## src/rtl/core/msta_pkg.sv

```systemverilog
// Shared types and constants of the multi-stream timestamp aligner.
`timescale 1ns / 1ps

package msta_pkg;

   // Fixed field widths
   localparam int STAMP_W    = 48;
   localparam int IN_PAY_W   = 32;
   localparam int OUT_PAY_W  = 32;
   localparam int CLIENT_W   = 3;
   localparam int MODE_W     = 2;
   localparam int DROP_W     = 8;
   localparam int HW_W       = 32;
   localparam int CIU_W      = 4;
   localparam int CSR_IDX_W  = 2;
   localparam int CSR_DATA_W = 32;
   localparam int REQ_DATA_W = 88;
   localparam int RSP_DATA_W = 96;

   // Register indexes
   localparam logic [CSR_IDX_W-1:0] CSR_HALF_WINDOW = 2'd0;
   localparam logic [CSR_IDX_W-1:0] CSR_CLIENTS     = 2'd1;

   // Reset values of the registers
   localparam logic [HW_W-1:0]  HALF_WINDOW_RST = 32'd16;
   localparam logic [CIU_W-1:0] CLIENTS_RST     = 4'd8;

   typedef enum logic [MODE_W-1:0] {
      MODE_INSERT  = 2'd0,
      MODE_PICK    = 2'd1,
      MODE_REFRESH = 2'd2
   } mode_type;

   typedef enum logic [1:0] {
      ST_OK    = 2'd0,
      ST_ORDER = 2'd1,
      ST_FULL  = 2'd2,
      ST_EMPTY = 2'd3
   } status_type;

   typedef enum logic [3:0] {
      S_IDLE,
      S_DISPATCH,
      S_INS_RD,
      S_INS_CHK,
      S_PICK_RD,
      S_PICK_OUT,
      S_SCAN_RD,
      S_SCAN_CMP,
      S_DROP_RD,
      S_DROP_CMP,
      S_FINISH
   } state_type;

   // Controller to datapath
   typedef struct packed {
      logic       load;
      logic       idx_clear;
      logic       idx_inc;
      logic       rd_head;
      logic       rd_tail;
      logic       ins_check;
      logic       pick_take;
      logic       set_status;
      status_type status_code;
      logic       latest_upd;
      logic       drop_pop;
      logic       out_load;
   } cmd_type;

   // Datapath to controller
   typedef struct packed {
      logic [MODE_W-1:0] mode;
      logic              client_ok;
      logic              fill_zero;
      logic              scan_done;
      logic              stale;
   } sts_type;

endpackage

```

## src/rtl/core/msta_ctrl.sv

```systemverilog
// Controller: sequences insert, pick and refresh over the datapath.
`timescale 1ns / 1ps

module msta_ctrl (
   input  logic               clock,
   input  logic               reset,
   input  logic               req_tvalid,
   output logic               req_tready,
   output logic               rsp_tvalid,
   input  logic               rsp_tready,
   input  msta_pkg::sts_type  sts,
   output msta_pkg::cmd_type  cmd
);

   msta_pkg::state_type state_ff, state_in;
   logic rsp_valid_ff, rsp_valid_in;

   always_ff @(posedge clock) begin
      if (reset) begin
         state_ff     <= msta_pkg::S_IDLE;
         rsp_valid_ff <= 1'b0;
      end else begin
         state_ff     <= state_in;
         rsp_valid_ff <= rsp_valid_in;
      end
   end

   assign req_tready = (state_ff == msta_pkg::S_IDLE);
   assign rsp_tvalid = rsp_valid_ff;

   // Next state and commands
   always_comb begin
      state_in     = state_ff;
      cmd          = '0;
      cmd.status_code = msta_pkg::ST_OK;
      rsp_valid_in = rsp_valid_ff && !rsp_tready;
      unique case (state_ff)
         msta_pkg::S_IDLE: begin
            if (req_tvalid) begin
               cmd.load = 1'b1;
               state_in = msta_pkg::S_DISPATCH;
            end
         end
         msta_pkg::S_DISPATCH: begin
            case (sts.mode)
               msta_pkg::MODE_INSERT: begin
                  if (!sts.client_ok) begin
                     cmd.set_status  = 1'b1;
                     cmd.status_code = msta_pkg::ST_FULL;
                     state_in        = msta_pkg::S_FINISH;
                  end else begin
                     state_in = msta_pkg::S_INS_RD;
                  end
               end
               msta_pkg::MODE_PICK: begin
                  if (!sts.client_ok || sts.fill_zero) begin
                     cmd.set_status  = 1'b1;
                     cmd.status_code = msta_pkg::ST_EMPTY;
                     state_in        = msta_pkg::S_FINISH;
                  end else begin
                     state_in = msta_pkg::S_PICK_RD;
                  end
               end
               msta_pkg::MODE_REFRESH: begin
                  cmd.idx_clear = 1'b1;
                  state_in      = msta_pkg::S_SCAN_RD;
               end
               default: state_in = msta_pkg::S_FINISH;
            endcase
         end
         msta_pkg::S_INS_RD: begin
            cmd.rd_tail = 1'b1;
            state_in    = msta_pkg::S_INS_CHK;
         end
         msta_pkg::S_INS_CHK: begin
            cmd.ins_check = 1'b1;
            state_in      = msta_pkg::S_FINISH;
         end
         msta_pkg::S_PICK_RD: begin
            cmd.rd_head = 1'b1;
            state_in    = msta_pkg::S_PICK_OUT;
         end
         msta_pkg::S_PICK_OUT: begin
            cmd.pick_take = 1'b1;
            state_in      = msta_pkg::S_FINISH;
         end
         // First pass: latest head stamp
         msta_pkg::S_SCAN_RD: begin
            if (sts.scan_done) begin
               cmd.idx_clear = 1'b1;
               state_in      = msta_pkg::S_DROP_RD;
            end else if (sts.fill_zero) begin
               cmd.idx_inc = 1'b1;
            end else begin
               cmd.rd_head = 1'b1;
               state_in    = msta_pkg::S_SCAN_CMP;
            end
         end
         msta_pkg::S_SCAN_CMP: begin
            cmd.latest_upd = 1'b1;
            cmd.idx_inc    = 1'b1;
            state_in       = msta_pkg::S_SCAN_RD;
         end
         // Second pass: drop stale heads per client
         msta_pkg::S_DROP_RD: begin
            if (sts.scan_done) begin
               state_in = msta_pkg::S_FINISH;
            end else if (sts.fill_zero) begin
               cmd.idx_inc = 1'b1;
            end else begin
               cmd.rd_head = 1'b1;
               state_in    = msta_pkg::S_DROP_CMP;
            end
         end
         msta_pkg::S_DROP_CMP: begin
            if (sts.stale) begin
               cmd.drop_pop = 1'b1;
            end else begin
               cmd.idx_inc = 1'b1;
            end
            state_in = msta_pkg::S_DROP_RD;
         end
         msta_pkg::S_FINISH: begin
            if (!rsp_valid_ff || rsp_tready) begin
               cmd.out_load = 1'b1;
               rsp_valid_in = 1'b1;
               state_in     = msta_pkg::S_IDLE;
            end
         end
         default: state_in = msta_pkg::S_IDLE;
      endcase
   end

endmodule

```

## config.mk

```make
export PLATFORM = sky130hd
export DESIGN_NAME = msta_ctrl
export DESIGN_NICKNAME = d
export VERILOG_FILES = /design/src/rtl/core/msta_pkg.sv /design/src/rtl/core/msta_ctrl.sv
export SDC_FILE = /design/constraint.sdc
export NUM_CORES = 1
export LEC_CHECK = 0
export BUFFER_PORTS_ARGS = -buffer_cell sky130_fd_sc_hd__buf_2
export CAP_MARGIN = 30
export CORE_MARGIN = 4
export CORE_UTILIZATION = 30
export CTS_BUF_LIST = sky130_fd_sc_hd__clkbuf_8
export DETAILED_ROUTE_END_ITERATION = 8
export MAX_ROUTING_LAYER = met4
export SLEW_MARGIN = 10
export SYNTH_ARGS = -nofsm -noshare
export SYNTH_HDL_FRONTEND = slang
export SYNTH_SLANG_ARGS = --single-unit
```

## constraint.sdc

```tcl
create_clock -name clock -period 1.94 [get_ports clock]
set_input_delay 0.194 -clock clock [delete_from_list [all_inputs] [get_ports clock]]
set_output_delay 0.194 -clock clock [all_outputs]
set_load 0.01 [all_outputs]
```

== Word-level counts from Yosys, hierarchy flattened ==
Cells that the tools add are included.

* Register bits: 5
* Output and inout bits: 15
* Logic and storage cells: 64

* Reduce and logical (&&, ||, !) cells: 11
* Mux-type cells: 35
* Equal/unequal tests: 16

{| class="wikitable"
|+ Operators by type and width
! cell !! number
|-
| $pmux 4 s10 || 1
|-
| $mux 4 || 8
|-
| $mux 1 || 17
|-
| $eq 4x3->1 const B || 4
|-
| $eq 4x4->1 const B || 3
|-
| $pmux 4 s3 || 1
|-
| $mux 3 || 3
|-
| $eq 4x2->1 const B || 2
|-
| $ne 3x3->1 const B || 2
|-
| $pmux 3 s2 || 1
|-
| $eq 4x1->1 const B || 1
|-
| $logic_not 4->1 || 1
|-
| $ne 2x2->1 const B || 2
|-
| $pmux 1 s2 || 2
|-
| $reduce_and 4->1 || 1
|-
| $reduce_or 2->1 || 2
|-
| $logic_not 1->1 || 3
|-
| $pmux 1 s3 || 1
|-
| $eq 2x1->1 const B || 1
|-
| $eq 2x2->1 const B || 1
|-
| $logic_not 2->1 || 1
|-
| $logic_or 1x1->1 || 2
|-
| $mux 2 || 1
|-
| $logic_and 1x1->1 || 1
|}

== Longest topological paths before layout ==
* Depth after elaboration: 5
* Gate-level depth with buffers: 6
* Gate-level depth less buffers: 4

== Worst setup path before layout ==
Ideal clock, no wire load.

* Path type: register -> output
* From: reg state_ff[3]
* To: out cmd[5] in the netlist's numbering
* Path slack: 141 ps
* Arrival time: 1605 ps
* Cell stages (with the launch flop): 6
* Required time: 1746 ps
* Cell sequence: dfxtp_1 -> buf_2 -> clkbuf_1 -> nor4_1 -> a21boi_0 -> buf_4

{| class="wikitable"
|+ RTL lines
! item !! line !! text
|-
| from (decl) || msta_ctrl.sv:15 || <nowiki>msta_pkg::state_type state_ff, state_in;</nowiki>
|-
| from (signal assigned) || msta_ctrl.sv:20 || <nowiki>state_ff <= msta_pkg::S_IDLE;</nowiki>
|-
| from (signal assigned) || msta_ctrl.sv:23 || <nowiki>state_ff <= state_in;</nowiki>
|-
| to (decl) || msta_ctrl.sv:12 || <nowiki>output msta_pkg::cmd_type cmd</nowiki>
|}

==> summary.md <==
| Metric | Value |
|---|---|
| Status | finished, final reports clean |
| Root Driver | clkbuf_8 |
| Inserted Clock Buffers | 3 |
| Distinct cells, synth | 35 |
| CTS Buffer Depth | 2 |
| Largest net degree at the start of global routing | 18 |
| Global Route Usage Sum | 12.69% |
| CP top delay family | simple AND/OR/NAND/NOR gates |
| Fraction of layout cells with a size suffix above 1 | 34.91% |
| Synth Register Bits | 5 |
| Initial antenna violation count | 0 |
| Clock latency on the worst-skew pair | 0.22 ns |
| Sequential share of power | 23.6% |
| Syn Inst Count | 82 |
| Maxcap violations | 0 |
| Hold Buf Count CTS | 0 |
| RSZ-0062 raised after global routing | false |
| Drt wl/cell | 11.96 µm |
| R2r endpoint | state_ff[3]$_SDFFE_PP0P_ |
| Antenna Cells | 0 |
| Std cell rows | 15 |
| Avg Inst Size Synth | 6.882 µm² |
| H-tree depth | 1 |
| Fmax | 568.5 MHz |
| Effective utilization at floorplan | 32.33% |
| Leak | 0.3389 nW |
| Sw frac | 43.07% |
| Placed cells | 126 |
| Slowest CP cell | dfxtp_1 |
| Period minus WS final | 1.759 ns |
| I/O Pins | 25 |
| Routed WL | 1567 µm |
| Final hold viol count | 0 |
| Worst setup EP type | primary output |
| Initial DRC Count | 13 |
| Crit-path max cell delay | 0.36 ns |
| Worst path cell trace | buf_4 > nor3b_1 > nor2b_1 > o21ai_0 > nand2_1 > buf_2 |
| Relative slew slack | 72.57% |
| Nets | 117 |
| GR Util met2 | 19.49% |
| Clock sinks | 5 |
| CTS tree | done |
| Flop2flop setup slack | 0.35 ns |
| Filler Cell Count | 186 |
| Tcrit/Tclk final | 90.67% |
| Layer with the highest usage | met2 |
| Synth async-reset ratio | 0% |
| Endpoints failing setup | 0 |
| Grt ovf | 0 |
| Core Box Area | 1745 µm² |
| Arr. time, crit path | 1.57 ns |
| Type of the worst setup path | reg2out |
| Clk_skew | 0.001993 ns |
| First-pass GRT wire length | 2553 µm |
| Hpwl dp | 1165 µm |
| Crit Path Max Fanout | 11 |
| VDD IR-drop max | 0.0005376 V |
| Die area | 2639 µm² |
| PwrDens | 1148 nW/µm² |
| Vias | 661 |
| Synth-to-layout area growth | 33.26% |
| Non-Filler Instances | 131 |
| Worst r2r src | state_ff[1]$_SDFFE_PP0P_ |
| Chip width | 51.37 µm |
| Max Slew Vio Count | 0 |
| Post-synthesis sequential area ratio | 17.74% |
| EDFF count, synth | 0 |
| Prevailing post-synth register cell | dfxtp_1 |
| Hold crit path type | in2reg |
| M3 GR Usage | 3.499% |
| Worst Setup EP | cmd[10] |
| Vias in the first global route | 576 |
| Critical path startpoint | state_ff[1]$_SDFFE_PP0P_ |
| Gpl congestion | 0.7513 |
| Post-Syn Nets | 92 |
| Startpoint types | flop |
| Cells on worst reg2reg path | 6 |
| WP depth | 6 |
| Yosys warns | 0 |
| Power Internal | 491.3 µW |
| Cell area after synthesis | 564.3 µm² |
| Required @ worst endpoint | 1.75 ns |
| M1 GR Usage | 16.64% |
| Die height | 51.37 µm |
| Final TNS setup | 0 ns |
| Clock share of power | 22.0% |
| Switching Power | 371.7 µW |
| Final Util | 43.08% |
| CTS clk-pin slew, worst paths | 0.04 ns |
| 1st-pass router iterations | 4 |
| Detail Route Antenna Nets | 0 |
| Drt drc | 0 |
| Worst-Margin Slew | 0.4057 ns |
| Hold_ws | 0.1943 ns |
| Port Buffers | 24 |
| Combinational share of power | 54.4% |
| Worst path bufs/invs | 2 |
| Vias/cell | 5.046 |
synth_stat cells, drive strengths merged, types with 2 or more instances:
| cell | n | share of area, % |
|---|---|---|
| a21oi | 6 | 5.3 |
| and2 | 2 | 2.2 |
| buf | 7 | 7.8 |
| dfxtp | 5 | 18 |
| inv | 3 | 2.0 |
| nand2 | 7 | 4.7 |
| nand2b | 3 | 3.3 |
| nand3 | 2 | 1.8 |
| nor2 | 11 | 7.3 |
| nor2b | 7 | 9.1 |
| nor3b | 2 | 2.7 |
| nor4 | 4 | 5.5 |
| o211ai | 2 | 2.7 |
| o21ai | 5 | 4.4 |
repair_timing:
item                                    4_1_cts  5_1_grt
setup buffers                                 0        1
gates resized for setup                       0        3
endpoints found under the setup margin        0        3
power groups by stage:
stage          clock network (mW)  logic, mW  registers, mW
2_1_floorplan                   0      0.390          0.151
3_3_place_gp                    0      0.458          0.198
3_5_place_dp                    0      0.462          0.200
4_1_cts                     0.198      0.465          0.199
5_1_grt                     0.202      0.520          0.216
6_report                    0.190      0.469          0.204
logic make-up after synthesis:
group | synth area share (%)
AOI/OAI and AO/OA | 27.50
and+or+nand+nor | 44.35
DFF | 17.74
buffers and inverters | 10.42
layer usage:
metal | wire length [µm] | part of all wire, %
met2 | 724 | 46
met5 | 0 | 0
met1 | 705 | 45
met3 | 121 | 7.7
met4 | 16 | 1.0
layout make-up:
cell class / instances / area [µm²] / area share, %
Inverter: 3 / 11.26 / 1.498
Clock inverter: 1 / 3.754 / 0.4992
Clock buffer: 3 / 41.29 / 5.491
Tap cell: 25 / 31.28 / 4.160
Timing Repair Buffer: 28 / 150.1 / 19.97
Multi-Input combinational cell: 66 / 411.6 / 54.74
Sequential cell: 5 / 102.6 / 13.64
worst min path at each step:
stage,start,cells past startpoint,slack [ns],to
2_1_floorplan,reset,1,0.26,rsp_tvalid$_SDFF_PP0_
3_3_place_gp,reset,2,0.43,state_ff[2]$_SDFFE_PP0P_
3_5_place_dp,reset,2,0.43,rsp_tvalid$_SDFF_PP0_
4_1_cts,reset,2,0.20,rsp_tvalid$_SDFF_PP0_
5_1_grt,reset,2,0.21,state_ff[2]$_SDFFE_PP0P_
6_report,reset,2,0.19,state_ff[2]$_SDFFE_PP0P_
placed cells by master, fill, tap and decap left out, types with 2 or more instances in the layout:
| cell type | n |
|---|---|
| a21oi_1 | 6 |
| buf_2 | 24 |
| buf_4 | 4 |
| clkbuf_8 | 3 |
| dfxtp_1 | 3 |
| dfxtp_2 | 2 |
| inv_1 | 4 |
| nand2_1 | 7 |
| nand2b_1 | 3 |
| nand3_1 | 2 |
| nor2_1 | 11 |
| nor2b_1 | 6 |
| nor3b_1 | 2 |
| nor4_1 | 2 |
| nor4_2 | 2 |
| o211ai_1 | 2 |
| o21ai_0 | 5 |
state kept, by name, indices dropped and copies added, names as in the netlist:
name / count
rsp_tvalid: 1
state_ff: 4
per-stage QoR:
stage | setup WS, ns | instance area [µm²] | power (mW)
after floorplan | 0.1406 | 564.3 | 0.5408
after global placement | 0.3260 | 690.7 | 0.6562
after detailed placement | 0.2731 | 690.7 | 0.6618
after CTS | 0.05018 | 735.7 | 0.8621
after global routing | 0.02624 | 752.0 | 0.9385
final | 0.1810 | 752.0 | 0.8629
(Power assumes the default switching activity.)
